File: src/rtl/core/thal_pkg.sv
// ----------------------------------------------------------------------------
// thal_pkg - shared types and constants
// Field widths, mode and display codes, register indexes and reset values
// for the two-level thermal alarm machine.
// ----------------------------------------------------------------------------
package thal_pkg;

    // field widths
    localparam int TEMP_W  = 12;
    localparam int DELTA_W = 10;
    localparam int TIME_W  = 24;
    localparam int MODE_W  = 3;
    localparam int DISP_W  = 3;

    // APB register space
    localparam int ADDR_W  = 4;
    localparam int DATA_W  = 32;
    localparam int RIDX_W  = 2;

    typedef logic signed [TEMP_W-1:0] t_temp;
    typedef logic [DELTA_W-1:0]       t_delta;
    typedef logic [TIME_W-1:0]        t_time;
    typedef logic [MODE_W-1:0]        t_mode;
    typedef logic [DISP_W-1:0]        t_disp;
    typedef logic [RIDX_W-1:0]        t_ridx;

    // machine modes
    localparam t_mode MODE_IDLE = 3'd0;
    localparam t_mode MODE_OT1  = 3'd1;
    localparam t_mode MODE_OT2  = 3'd2;
    localparam t_mode MODE_WNM  = 3'd3;
    localparam t_mode MODE_WRS  = 3'd4;

    // display requests
    localparam t_disp DISP_NONE      = 3'd0;
    localparam t_disp DISP_PREALARM  = 3'd1;
    localparam t_disp DISP_ALARM     = 3'd2;
    localparam t_disp DISP_DRONE_IN  = 3'd3;
    localparam t_disp DISP_DRONE_OUT = 3'd4;

    // register indexes (byte address 4*i)
    localparam t_ridx REG_LEVEL1   = 2'd0;
    localparam t_ridx REG_LEVEL2   = 2'd1;
    localparam t_ridx REG_PREALARM = 2'd2;
    localparam t_ridx REG_ALARM    = 2'd3;

    // register reset values
    localparam t_temp LEVEL1_RST   = 12'sd300;
    localparam t_temp LEVEL2_RST   = 12'sd330;
    localparam t_time PREALARM_RST = 24'd5000;
    localparam t_time ALARM_RST    = 24'd5000;

    // one tick as held in the input register
    typedef struct packed {
        t_temp  temperature;
        t_delta delta_ms;
        logic   button_pressed;
        logic   drone_inside;
    } t_tick;

    // configuration handed to the machine
    typedef struct packed {
        t_temp level1_threshold;
        t_temp level2_threshold;
        t_time prealarm_time_ms;
        t_time alarm_time_ms;
    } t_cfg;

endpackage

File: src/rtl/core/thal_if.sv
// ----------------------------------------------------------------------------
// thal_if - tick and result channels
// Valid/ready channels for incoming ticks and outgoing alarm results.
// ----------------------------------------------------------------------------
interface thal_in_if;
    import thal_pkg::*;

    logic   valid;
    logic   ready;
    t_temp  temperature;
    t_delta delta_ms;
    logic   button_pressed;
    logic   drone_inside;

    modport source (output valid, temperature, delta_ms, button_pressed, drone_inside,
                    input ready);
    modport sink   (input valid, temperature, delta_ms, button_pressed, drone_inside,
                    output ready);
endinterface

interface thal_out_if;
    import thal_pkg::*;

    logic  valid;
    logic  ready;
    t_mode mode_now;
    logic  pre_alarm_on;
    logic  alarm_on;
    t_disp display_request;
    logic  drone_alarm_msg;
    logic  drone_clear_msg;

    modport source (output valid, mode_now, pre_alarm_on, alarm_on, display_request,
                    drone_alarm_msg, drone_clear_msg, input ready);
    modport sink   (input valid, mode_now, pre_alarm_on, alarm_on, display_request,
                    drone_alarm_msg, drone_clear_msg, output ready);
endinterface

File: src/rtl/core/thal_cfg.sv
// ----------------------------------------------------------------------------
// thal_cfg - configuration registers
// APB-style register file holding the two thresholds and the two times.
// ----------------------------------------------------------------------------
module thal_cfg (
    input  logic                          i_clk,
    input  logic                          i_rst_n,
    input  logic                          psel,
    input  logic                          penable,
    input  logic                          pwrite,
    input  logic [thal_pkg::ADDR_W-1:0]   paddr,
    input  logic [thal_pkg::DATA_W-1:0]   pwdata,
    output logic [thal_pkg::DATA_W-1:0]   prdata,
    output logic                          pready,
    output thal_pkg::t_cfg                o_cfg
);
    import thal_pkg::*;

    t_temp r_level1;
    t_temp r_level2;
    t_time r_prealarm;
    t_time r_alarm;
    t_ridx w_idx;
    logic  w_wr;

    assign pready = 1'b1;
    assign w_idx  = paddr[ADDR_W-1:2];
    assign w_wr   = psel & penable & pwrite;

    // register writes; the upper data bits are ignored
    always_ff @(posedge i_clk) begin
        if (!i_rst_n) begin
            r_level1   <= LEVEL1_RST;
            r_level2   <= LEVEL2_RST;
            r_prealarm <= PREALARM_RST;
            r_alarm    <= ALARM_RST;
        end else if (w_wr) begin
            case (w_idx)
                REG_LEVEL1:   r_level1   <= pwdata[TEMP_W-1:0];
                REG_LEVEL2:   r_level2   <= pwdata[TEMP_W-1:0];
                REG_PREALARM: r_prealarm <= pwdata[TIME_W-1:0];
                REG_ALARM:    r_alarm    <= pwdata[TIME_W-1:0];
                default: ;
            endcase
        end
    end

    // read back, thresholds sign extended
    always_comb begin
        case (w_idx)
            REG_LEVEL1:   prdata = {{(DATA_W-TEMP_W){r_level1[TEMP_W-1]}}, r_level1};
            REG_LEVEL2:   prdata = {{(DATA_W-TEMP_W){r_level2[TEMP_W-1]}}, r_level2};
            REG_PREALARM: prdata = {{(DATA_W-TIME_W){1'b0}}, r_prealarm};
            REG_ALARM:    prdata = {{(DATA_W-TIME_W){1'b0}}, r_alarm};
            default:      prdata = '0;
        endcase
    end

    assign o_cfg.level1_threshold = r_level1;
    assign o_cfg.level2_threshold = r_level2;
    assign o_cfg.prealarm_time_ms = r_prealarm;
    assign o_cfg.alarm_time_ms    = r_alarm;

endmodule

File: src/rtl/core/thal_fsm.sv
// ----------------------------------------------------------------------------
// thal_fsm - alarm mode machine and result register
// Takes one registered tick, updates mode, timers and flags in a single
// pass and loads the result register.
// ----------------------------------------------------------------------------
module thal_fsm (
    input  logic            i_clk,
    input  logic            i_rst_n,
    input  logic            i_tick_valid,
    input  thal_pkg::t_tick i_tick,
    input  thal_pkg::t_cfg  i_cfg,
    output logic            o_tick_take,
    thal_out_if.source      o_out
);
    import thal_pkg::*;

    // machine state
    t_mode r_mode;
    t_time r_time;
    t_time r_carried;
    logic  r_first;
    logic  r_pre;
    logic  r_alarm;

    t_mode n_mode;
    t_time n_time;
    t_time n_carried;
    logic  n_first;
    logic  n_pre;
    logic  n_alarm;

    // result register
    logic  r_out_valid;
    t_mode r_out_mode;
    logic  r_out_pre;
    logic  r_out_alarm;
    t_disp r_out_disp;
    logic  r_out_msg_alarm;
    logic  r_out_msg_clear;

    t_disp n_disp;
    logic  n_msg_alarm;
    logic  n_msg_clear;

    logic [TIME_W:0] w_sum;
    logic [TIME_W:0] w_total;
    t_time           w_time;
    logic            w_below1;
    logic            w_above1;
    logic            w_below2;
    logic            w_above2;

    assign o_tick_take = i_tick_valid & (~r_out_valid | o_out.ready);

    // saturating time in mode
    assign w_sum   = {1'b0, r_time} + {{(TIME_W+1-DELTA_W){1'b0}}, i_tick.delta_ms};
    assign w_time  = w_sum[TIME_W] ? {TIME_W{1'b1}} : w_sum[TIME_W-1:0];
    assign w_total = {1'b0, w_time} + {1'b0, r_carried};

    // signed temperature compares
    assign w_below1 = $signed(i_tick.temperature) < $signed(i_cfg.level1_threshold);
    assign w_above1 = $signed(i_tick.temperature) > $signed(i_cfg.level1_threshold);
    assign w_below2 = $signed(i_tick.temperature) < $signed(i_cfg.level2_threshold);
    assign w_above2 = $signed(i_tick.temperature) > $signed(i_cfg.level2_threshold);

    // next state; a mode change clears the timer and marks a first tick
    always_comb begin
        n_mode      = r_mode;
        n_time      = w_time;
        n_carried   = r_carried;
        n_first     = r_first;
        n_pre       = r_pre;
        n_alarm     = r_alarm;
        n_disp      = DISP_NONE;
        n_msg_alarm = 1'b0;
        n_msg_clear = 1'b0;
        case (r_mode)
            MODE_OT1: begin
                n_first = 1'b0;
                if (w_below1) begin
                    n_mode  = MODE_IDLE;
                    n_time  = '0;
                    n_first = 1'b1;
                    n_pre   = 1'b0;
                end else if (w_time > i_cfg.prealarm_time_ms) begin
                    n_mode    = MODE_WNM;
                    n_time    = '0;
                    n_first   = 1'b1;
                    n_carried = '0;
                    n_pre     = 1'b1;
                    n_disp    = DISP_PREALARM;
                end else if (w_above2) begin
                    n_carried = w_time;
                    n_mode    = MODE_OT2;
                    n_time    = '0;
                    n_first   = 1'b1;
                end
            end
            MODE_OT2: begin
                n_first = 1'b0;
                if (w_below2) begin
                    n_mode  = MODE_OT1;
                    n_time  = '0;
                    n_first = 1'b1;
                end else if (w_time > i_cfg.alarm_time_ms) begin
                    n_mode  = MODE_WRS;
                    n_time  = '0;
                    n_first = 1'b1;
                    n_pre   = 1'b0;
                    n_alarm = 1'b1;
                    n_disp  = DISP_ALARM;
                end else if (w_total > {1'b0, i_cfg.prealarm_time_ms}) begin
                    n_pre  = 1'b1;
                    n_disp = DISP_PREALARM;
                end
            end
            MODE_WNM: begin
                n_first = 1'b0;
                if (w_above2) begin
                    n_mode  = MODE_OT2;
                    n_time  = '0;
                    n_first = 1'b1;
                end else if (w_below1) begin
                    n_mode  = MODE_IDLE;
                    n_time  = '0;
                    n_first = 1'b1;
                    if (r_pre) begin
                        n_pre  = 1'b0;
                        n_disp = i_tick.drone_inside ? DISP_DRONE_IN : DISP_DRONE_OUT;
                    end
                end
            end
            MODE_WRS: begin
                if (r_first) begin
                    n_first     = 1'b0;
                    n_msg_alarm = ~i_tick.drone_inside;
                end
                if (i_tick.button_pressed) begin
                    n_alarm     = 1'b0;
                    n_msg_clear = ~i_tick.drone_inside;
                    n_mode      = MODE_IDLE;
                    n_time      = '0;
                    n_first     = 1'b1;
                end
            end
            default: begin
                // idle, and any stray code falls back to idle
                if (r_first) begin
                    n_first   = 1'b0;
                    n_carried = '0;
                end
                n_mode = MODE_IDLE;
                if (w_above1) begin
                    n_mode  = MODE_OT1;
                    n_time  = '0;
                    n_first = 1'b1;
                end
            end
        endcase
    end

    // state update on each taken tick
    always_ff @(posedge i_clk) begin
        if (!i_rst_n) begin
            r_mode    <= MODE_IDLE;
            r_time    <= '0;
            r_carried <= '0;
            r_first   <= 1'b1;
            r_pre     <= 1'b0;
            r_alarm   <= 1'b0;
        end else if (o_tick_take) begin
            r_mode    <= n_mode;
            r_time    <= n_time;
            r_carried <= n_carried;
            r_first   <= n_first;
            r_pre     <= n_pre;
            r_alarm   <= n_alarm;
        end
    end

    // result valid
    always_ff @(posedge i_clk) begin
        if (!i_rst_n) begin
            r_out_valid <= 1'b0;
        end else if (o_tick_take) begin
            r_out_valid <= 1'b1;
        end else if (o_out.ready) begin
            r_out_valid <= 1'b0;
        end
    end

    // result payload
    always_ff @(posedge i_clk) begin
        if (o_tick_take) begin
            r_out_mode      <= n_mode;
            r_out_pre       <= n_pre;
            r_out_alarm     <= n_alarm;
            r_out_disp      <= n_disp;
            r_out_msg_alarm <= n_msg_alarm;
            r_out_msg_clear <= n_msg_clear;
        end
    end

    assign o_out.valid           = r_out_valid;
    assign o_out.mode_now        = r_out_mode;
    assign o_out.pre_alarm_on    = r_out_pre;
    assign o_out.alarm_on        = r_out_alarm;
    assign o_out.display_request = r_out_disp;
    assign o_out.drone_alarm_msg = r_out_msg_alarm;
    assign o_out.drone_clear_msg = r_out_msg_clear;

endmodule

File: src/rtl/core/two_level_thermal_alarm_fsm_top.sv
// ----------------------------------------------------------------------------
// two_level_thermal_alarm_fsm_top - two-level over-temperature alarm
// Input register, APB configuration registers and the alarm mode machine.
//
//   Port group   Dir   Handshake      Carries
//   i_in         in    valid/ready    temperature, delta_ms, button, drone
//   o_out        out   valid/ready    mode, pre-alarm, alarm, display, msgs
//   psel...      in    APB write/read thresholds and times
//
// A tick goes through the input register and single-pass mode update into
// the result register; one request is taken every cycle while the result
// channel is not stalled. A stalled result holds its register while the
// input register still takes one more request. Reset is synchronous, active
// low, and puts the machine in idle with the default thresholds and times.
// ----------------------------------------------------------------------------
module two_level_thermal_alarm_fsm_top (
    input  logic                          i_clk,
    input  logic                          i_rst_n,
    thal_in_if.sink                       i_in,
    thal_out_if.source                    o_out,
    input  logic                          psel,
    input  logic                          penable,
    input  logic                          pwrite,
    input  logic [thal_pkg::ADDR_W-1:0]   paddr,
    input  logic [thal_pkg::DATA_W-1:0]   pwdata,
    output logic [thal_pkg::DATA_W-1:0]   prdata,
    output logic                          pready
);
    import thal_pkg::*;

    logic  r_in_valid;
    t_tick r_in;
    logic  w_take;
    t_cfg  w_cfg;

    assign i_in.ready = ~r_in_valid | w_take;

    // input register valid
    always_ff @(posedge i_clk) begin
        if (!i_rst_n) begin
            r_in_valid <= 1'b0;
        end else if (i_in.valid && i_in.ready) begin
            r_in_valid <= 1'b1;
        end else if (w_take) begin
            r_in_valid <= 1'b0;
        end
    end

    // input register payload
    always_ff @(posedge i_clk) begin
        if (i_in.valid && i_in.ready) begin
            r_in.temperature    <= i_in.temperature;
            r_in.delta_ms       <= i_in.delta_ms;
            r_in.button_pressed <= i_in.button_pressed;
            r_in.drone_inside   <= i_in.drone_inside;
        end
    end

    thal_cfg u_cfg (
        .i_clk   (i_clk),
        .i_rst_n (i_rst_n),
        .psel    (psel),
        .penable (penable),
        .pwrite  (pwrite),
        .paddr   (paddr),
        .pwdata  (pwdata),
        .prdata  (prdata),
        .pready  (pready),
        .o_cfg   (w_cfg)
    );

    thal_fsm u_fsm (
        .i_clk        (i_clk),
        .i_rst_n      (i_rst_n),
        .i_tick_valid (r_in_valid),
        .i_tick       (r_in),
        .i_cfg        (w_cfg),
        .o_tick_take  (w_take),
        .o_out        (o_out)
    );

endmodule

File: src/flat_wrapper.sv
// flat-port wrapper written by rule: the top's interface ports become plain ports
module two_level_thermal_alarm_fsm_top_flat import thal_pkg::*;
  (i_clk, i_rst_n, psel, penable, pwrite, paddr, pwdata, prdata, pready, i_in_valid, i_in_temperature, i_in_delta_ms, i_in_button_pressed, i_in_drone_inside, i_in_ready, o_out_valid, o_out_mode_now, o_out_pre_alarm_on, o_out_alarm_on, o_out_display_request, o_out_drone_alarm_msg, o_out_drone_clear_msg, o_out_ready);
  thal_in_if i_in_i ();
  thal_out_if o_out_i ();
  input  logic i_clk;
  input  logic i_rst_n;
  input  logic psel;
  input  logic penable;
  input  logic pwrite;
  input  logic [thal_pkg::ADDR_W-1:0] paddr;
  input  logic [thal_pkg::DATA_W-1:0] pwdata;
  output logic [thal_pkg::DATA_W-1:0] prdata;
  output logic pready;
  input wire logic [$bits(i_in_i.valid)-1:0] i_in_valid;
  input wire logic [$bits(i_in_i.temperature)-1:0] i_in_temperature;
  input wire logic [$bits(i_in_i.delta_ms)-1:0] i_in_delta_ms;
  input wire logic [$bits(i_in_i.button_pressed)-1:0] i_in_button_pressed;
  input wire logic [$bits(i_in_i.drone_inside)-1:0] i_in_drone_inside;
  output wire logic [$bits(i_in_i.ready)-1:0] i_in_ready;
  output wire logic [$bits(o_out_i.valid)-1:0] o_out_valid;
  output wire logic [$bits(o_out_i.mode_now)-1:0] o_out_mode_now;
  output wire logic [$bits(o_out_i.pre_alarm_on)-1:0] o_out_pre_alarm_on;
  output wire logic [$bits(o_out_i.alarm_on)-1:0] o_out_alarm_on;
  output wire logic [$bits(o_out_i.display_request)-1:0] o_out_display_request;
  output wire logic [$bits(o_out_i.drone_alarm_msg)-1:0] o_out_drone_alarm_msg;
  output wire logic [$bits(o_out_i.drone_clear_msg)-1:0] o_out_drone_clear_msg;
  input wire logic [$bits(o_out_i.ready)-1:0] o_out_ready;
  assign i_in_i.valid = i_in_valid;
  assign i_in_i.temperature = i_in_temperature;
  assign i_in_i.delta_ms = i_in_delta_ms;
  assign i_in_i.button_pressed = i_in_button_pressed;
  assign i_in_i.drone_inside = i_in_drone_inside;
  assign i_in_ready = i_in_i.ready;
  assign o_out_valid = o_out_i.valid;
  assign o_out_mode_now = o_out_i.mode_now;
  assign o_out_pre_alarm_on = o_out_i.pre_alarm_on;
  assign o_out_alarm_on = o_out_i.alarm_on;
  assign o_out_display_request = o_out_i.display_request;
  assign o_out_drone_alarm_msg = o_out_i.drone_alarm_msg;
  assign o_out_drone_clear_msg = o_out_i.drone_clear_msg;
  assign o_out_i.ready = o_out_ready;
  two_level_thermal_alarm_fsm_top u_core (.i_clk(i_clk), .i_rst_n(i_rst_n), .i_in(i_in_i), .o_out(o_out_i), .psel(psel), .penable(penable), .pwrite(pwrite), .paddr(paddr), .pwdata(pwdata), .prdata(prdata), .pready(pready));
endmodule
File: config.mk
export PLATFORM = sky130hd
export DESIGN_NAME = two_level_thermal_alarm_fsm_top_flat
export DESIGN_NICKNAME = d
export VERILOG_FILES = /design/src/rtl/core/thal_pkg.sv /design/src/rtl/core/thal_if.sv /design/src/rtl/core/thal_cfg.sv /design/src/rtl/core/thal_fsm.sv /design/src/rtl/core/two_level_thermal_alarm_fsm_top.sv /design/src/flat_wrapper.sv
export SDC_FILE = /design/constraint.sdc
export NUM_CORES = 1
export LEC_CHECK = 0
export BUFFER_PORTS_ARGS = -buffer_cell sky130_fd_sc_hd__buf_2
export CORE_MARGIN = 5
export CORE_UTILIZATION = 45
export CTS_BUF_LIST = sky130_fd_sc_hd__clkbuf_2
export DETAILED_ROUTE_END_ITERATION = 10
export GPL_ROUTABILITY_DRIVEN = 1
export PLACE_DENSITY = 0.74
export SYNTH_ARGS = -nofsm -noshare
export SYNTH_HDL_FRONTEND = slang
export SYNTH_SLANG_ARGS = --single-unit
File: constraint.sdc
create_clock -name i_clk -period 11.2 [get_ports i_clk]
set_clock_uncertainty 0.05 [all_clocks]
set_input_delay 2.24 -clock i_clk [delete_from_list [all_inputs] [get_ports i_clk]]
set_output_delay 2.24 -clock i_clk [all_outputs]
set_load 0.02 [all_outputs]
### After elaboration in Yosys (flattened, before gate mapping)

Cells that the tools add are included.

| storage, ports and cells | value |
|---|---|
| word-level logic and storage cells | 125 |
| register bits | 162 |
| input bits | 67 |

| operators by class | value |
|---|---|
| add/subtract/negate cells | 2 |
| eq/ne operators | 9 |
| reduce and logical (&&, ||, !) cells | 13 |
| bitwise gates (word level) | 9 |
| $lt $le $gt $ge | 7 |
| muxes and demuxes | 63 |

Operator list:

| kind | number |
|---|---|
| 24-bit two-way mux | 14 |
| 32-bit case mux with 4 select lines | 1 |
| 24-bit case mux with 4 select lines | 1 |
| 24-bit greater-than comparator | 2 |
| 24-bit case mux with 2 select lines | 1 |
| 3-bit two-way mux | 12 |
| 1-bit two-way mux | 27 |
| 24-bit by 10-bit adder with 25-bit output | 1 |
| 24-bit by 24-bit adder with 25-bit output | 1 |
| 25-bit by 24-bit greater-than comparator with 1-bit output | 1 |
| 12-bit greater-than comparator | 2 |
| 12-bit < comparator | 2 |
| 3-bit case mux with 4 select lines | 1 |
| 2-bit AND reduction | 6 |
| 3-bit case mux with 3 select lines | 1 |
| 3-bit by 2-bit equality test with 1-bit output, second input constant | 2 |
| 2-bit nonzero test | 3 |
| 5-bit AND reduction | 1 |
| 2-bit equality test, second input constant | 2 |
| 2-bit two-way mux | 2 |
| 1-bit NOT | 4 |
| 1-bit case mux with 4 select lines | 1 |
| 1-bit bitwise AND | 3 |
| 3-bit by 1-bit equality test with 1-bit output, second input constant | 1 |
| other kinds (10) | 11 |

### Logic depth before layout (Yosys ltp)

| logic depth | value |
|---|---|
| word-level depth | 8 |
| gate-level depth with buffers | 30 |

### By module

Synthesis repeated with hierarchy kept, for this count alone.

| second synthesis, totals | value |
|---|---|
| cell total of the unflattened synthesis | 1,168 |
| area, all modules | 10,836.6 sq um |

By module, submodules not included:

| module | cells an instance | area an instance (sq um) | times used |
|---|---|---|---|
| thal_fsm | 805 | 6,693.9 | 1 |
| thal_cfg | 334 | 3,364.5 | 1 |
| two_level_thermal_alarm_fsm_top | 29 | 778.2 | 1 |

### Least setup slack after synthesis

Ideal clock, no wire load.

| timing | value |
|---|---|
| path kind | register to register |
| start | register u_core.r_in[2] in the netlist's numbering |
| end | register u_core.u_fsm.r_out_pre, in the netlist u_core.u_fsm.o_out.pre_alarm_on, data pin |
| period minus slack after synthesis | 6.931 ns |
| setup slack | 4.269 ns |
| stages on the path, launching flop included | 30 |
| arrival | 6.618 ns |
| buffers on the path | 0 |
| cell sequence | edfxtp_1 -> ha_1 -> fa_1 -> a211oi_1 -> o21bai_1 -> a31oi_1 -> o21a_1 -> nor3_1 -> nor2_1 -> inv_1 -> ha_1 -> fa_1 -> a211oi_2 -> o21ai_1 -> o31ai_4 -> o21ai_2 -> a31o_2 -> a2111oi_2 -> nor2_1 -> xor2_1 -> ha_1 -> a21oi_1 -> o221ai_1 -> a31o_2 -> a221o_1 -> a41o_1 -> or2_1 -> a22o_1 -> a211oi_1 -> o21ai_0 |

| between the ends | value |
|---|---|
| cells in the longest elaborated chain, start to end | 8 |
| elaborated cells between the ends (all ways) | 12 |
| classes of those cells | 2 x add/sub; 3 x order compare; 7 x mux |

Ends and longest elaborated chain:

| item | RTL line | text |
|---|---|---|
| start, declared | two_level_thermal_alarm_fsm_top.sv:32 | `t_tick r_in;` |
| 24-bit by 10-bit adder with 25-bit output * | thal_fsm.sv:56 | `assign w_sum = {1'b0, r_time} + {{(TIME_W+1-DELTA_W){1'b0}}, i_tick.delta_ms};` |
| 24-bit two-way mux * | thal_fsm.sv:57 | `assign w_time = w_sum[TIME_W] ? {TIME_W{1'b1}} : w_sum[TIME_W-1:0];` |
| 24-bit by 24-bit adder with 25-bit output | thal_fsm.sv:58 | `assign w_total = {1'b0, w_time} + {1'b0, r_carried};` |
| 25-bit by 24-bit greater-than comparator with 1-bit output | thal_fsm.sv:112 | `end else if (w_total > {1'b0, i_cfg.prealarm_time_ms}) begin` |
| 1-bit two-way mux | thal_fsm.sv:112 |  |
| 1-bit two-way mux | thal_fsm.sv:105 | `end else if (w_time > i_cfg.alarm_time_ms) begin` |
| 1-bit two-way mux | thal_fsm.sv:101 | `if (w_below2) begin` |
| 1-bit case mux with 3 select lines * | thal_fsm.sv:77 | `case (r_mode)` |
| net u_core.u_fsm.n_pre | thal_fsm.sv:29 | `logic n_pre;` |
| end signal, assigned | thal_fsm.sv:196 | `r_out_pre <= n_pre;` |
| end, declared | thal_fsm.sv:35 | `logic r_out_pre;` |

The timed path passes the listed nets; every way through them passes the cells marked *.
A chain may end at the register's enable or synchronous reset.

### Worst setup path after layout

Same ends and word-level chain as after synthesis.

==> results_dict.tcl <==
set metrics [dict create \
    first_pass_iters 6 \
    layout.area.seq_mm2 0.00358 \
    synth-edff-count 34 \
    synthCells 1269 \
    clock-root-buffer "clkbuf_2" \
    viasPerCell 5.49 \
    maxCapViolations 0 \
    ant_nets 0 \
    grt.overflow.total 0 \
    first_iter_violations 628 \
    status "finished, final reports clean" \
    cpMostUsedCell "ha_1" \
    nets 1546 \
    drcViolationCount 0 \
    cp_max_fo 8 \
    cts_num_sinks 162 \
    io_buffers 100 \
    yosys-top-cells-area "dfxtp_1 24%, ha_1 16%, edfxtp_1 9.7%" \
    ir_drop_mv 0.0466 \
    drv_slew 0 \
    first_global_vias 8722 \
    wire_per_inst_um 15.7 \
    holdCritPathClass "flip-flop to flip-flop" \
    gp_congestion 0.933 \
    crit_buf_inv 2 \
    grt.total_usage_pct 19.7 \
    clk_latency_ns 0.77 \
    clock_path_buffers 2 \
    start_kind "flip-flop" \
    yosys.area.top_type "dfxtp_1" \
    ys_types 69 \
    critical-path-top-delay-family "compound AO/OA/AOI/OAI gates" \
    tritoncts "done" \
    yosysWarnings 0 \
    cts_setup_buffers 0 \
    reg2reg_slack_ns 2.97 \
    multi_input_area_mm2 0.00632 \
    setup_tns_ns 0 \
    ys_async_sr_fraction_pct 0 \
    cts_resized 0 \
    crit_slowest_cell "fa_1" \
    dpl.hpwl_mm 20.6 \
    timing.fmax_mhz 121 \
    maxSlewHeadroom_pct 18.5 \
    row_count 56 \
    fin_ws_ns 2.97 \
    power_w 0.00109 \
    seq_area_frac_synth_pct 34.0 \
    synth_area_mm2 0.0106 \
    critPathKind "flip-flop to flip-flop" \
    final-hold-violation-count 0 \
    worst_slew_pin_slew_ns 1.22 \
    htreeDepth 4 \
    period_needed_ns 8.23 \
    grt_max_degree 65 \
    synthFlopType "dfxtp_1" \
    synthesis.nets 1470 \
    cp.required_ns 11.69 \
    synth_seq_cells 162 \
    die_width_um 163 \
    timing.hold.ws_ns 0.420 \
    die_area_mm2 0.0266 \
    leakagePower_nw 5.01 \
    start_util_pct 45.4 \
    grt_pass1_wl_mm 42.6 \
    post-route-util_pct 49.4 \
    io_pins 112 \
    cp_slowest_stage_delay_ns 0.49 \
    synth.top_cell.area_share_pct 24.3 \
    end_kind "flip-flop" \
    cellPowerDensity_mw_per_mm2 94.8 \
    core_mm2 0.0233 \
    antenna_found_initial 1 \
    die_y_um 163 \
    vias 9216 \
    timing.final.crit_share_pct 73.5 \
    rsz0062_at_grt "no" \
    pre_cts_slack_ns 3.02 \
    setup_viol 0 \
    syn2layout_area_growth_pct 8.78 \
    drt-total-wl_mm 26.4 \
    arrival_ns 8.73 \
    cts_buffers 17 \
    fillCellCount 2240 \
    final_layout_size_suffix_gt1_share_pct 12.7 \
    avgSynthCellArea_um2 8.32 \
    cts_hold_buf 0 \
    clkTransAtPathRegs_ns 0.23 \
]
## cell type report
| class | instances | share of cell area (%) |
|---|---|---|
| multi-input combinational | 944 | 55.0 |
| sequential | 162 | 31.2 |
| timing repair buffer | 108 | 4.88 |
| inverter | 112 | 3.66 |
| tap | 319 | 3.48 |
| clock inverter | 13 | 0.883 |
| clock buffer | 19 | 0.828 |
| antenna | 1 | 0.0218 |
## power breakdown
| part | internal (W) | switching (W) | leakage (nW) | total, W |
|---|---|---|---|---|
| clock network | 0.0000627 | 0.000223 | 0.113 | 0.000286 |
| registers | 0.000612 | 0.00000895 | 1.36 | 0.000621 |
| logic | 0.0000676 | 0.000114 | 3.53 | 0.000182 |
| total | 0.000742 | 0.000346 | 5.01 | 0.00109 |
## worst paths after layout
check / start / end / cells past startpoint
worst max-delay path: u_core.r_in[2]$_DFFE_PP_ / u_core.u_fsm.o_out.pre_alarm_on$_DFFE_PP_ / 31
worst min-delay path: u_core.u_cfg.r_prealarm[11]$_SDFFE_PN0P_ / u_core.u_cfg.r_prealarm[11]$_SDFFE_PN0P_ / 2
worst max register to register: u_core.r_in[2]$_DFFE_PP_ / u_core.u_fsm.o_out.pre_alarm_on$_DFFE_PP_ / 31
worst min register to register: u_core.u_cfg.r_prealarm[11]$_SDFFE_PN0P_ / u_core.u_cfg.r_prealarm[11]$_SDFFE_PN0P_ / 2
## flip-flops by register name, indices dropped and copies added (netlist names), 3 cells and up
register and cells:
u_core.u_fsm.r_mode 3, u_core.u_fsm.o_out.mode_now 3, u_core.u_cfg.r_alarm 24, u_core.u_cfg.r_level1 12, u_core.r_in 24, u_core.u_cfg.r_prealarm 24, u_core.u_fsm.r_time 24, u_core.u_fsm.r_carried 24
u_core.u_cfg.r_level2 12, u_core.u_fsm.o_out.display_request 3
## Yosys cell counts (10+ instances only)
cell      instances
o21a_1           10
and3_1           13
o211ai_1         28
mux4_2           11
dfxtp_1         128
nand2_1         229
buf_4            10
clkbuf_1         35
edfxtp_1         34
o21ai_0          75
a21oi_1         115
xnor2_1          30
nor3_1           16
a21o_1           28
inv_1           111
nand4_1          21
o21ai_1          30
nor2b_1          11
nor2_1           52
nand3_1          22
ha_1            132
## per-stage QoR
step                instances  cell area [um2]
finish                   1678            11500
global placement         1645            11300
detailed placement       1645            11300
floorplan                1269            10600
CTS                      1677            11500
global route             1678            11500
## kinds of logic after synthesis
family	share of synthesized area (%)
AO/OA/AOI/OAI	20.7
flip-flops	34.0
XOR/XNOR	3.15
buffers and inverters	6.18
adder cells (fa/ha/maj)	16.0
AND/OR/NAND/NOR	17.3
multiplexers	2.63
other	0.0355
## worst reg2reg max path, delay by kind of cell, from the launching register on
family          cells  cell delay, ns
xor+xnor            1            0.09
simple gates        6            1.19
fa+ha+maj           5            1.71
compound gates     17            4.32
buf+inv             2            0.25
flops               1            0.43
## routing by layer
metal  part of all wire (%)  track usage, %
met4                    3.1            7.21
met1                     46            25.6
met3                    4.3            3.13
met5                      0               0
met2                     47            33.1
## placed cells by master, fill, tap and decap left out, drive strengths merged, types with 3 or more instances in the layout
master / count
xnor2: 30
o211ai: 28
nor2b: 11
mux4: 11
a21o: 28
a31oi: 5
nor3: 16
and4: 4
nand2: 230
and3: 13
buf: 108
a211oi: 9
clkinvlp: 5
edfxtp: 34
clkinv: 3
o21ai: 107
o21a: 10
o31a: 5
mux2i: 3
inv: 117
xor2: 8
nand2b: 8
a2111oi: 5
and2: 7
nand3: 22
ha: 132
dfxtp: 128
clkbuf: 19
a21oi: 116
nand4: 21
o21bai: 9
nor4: 6
o31ai: 5
nor2: 53
or3: 7
nor3b: 4
a31o: 6
(Power assumes the default switching activity.)
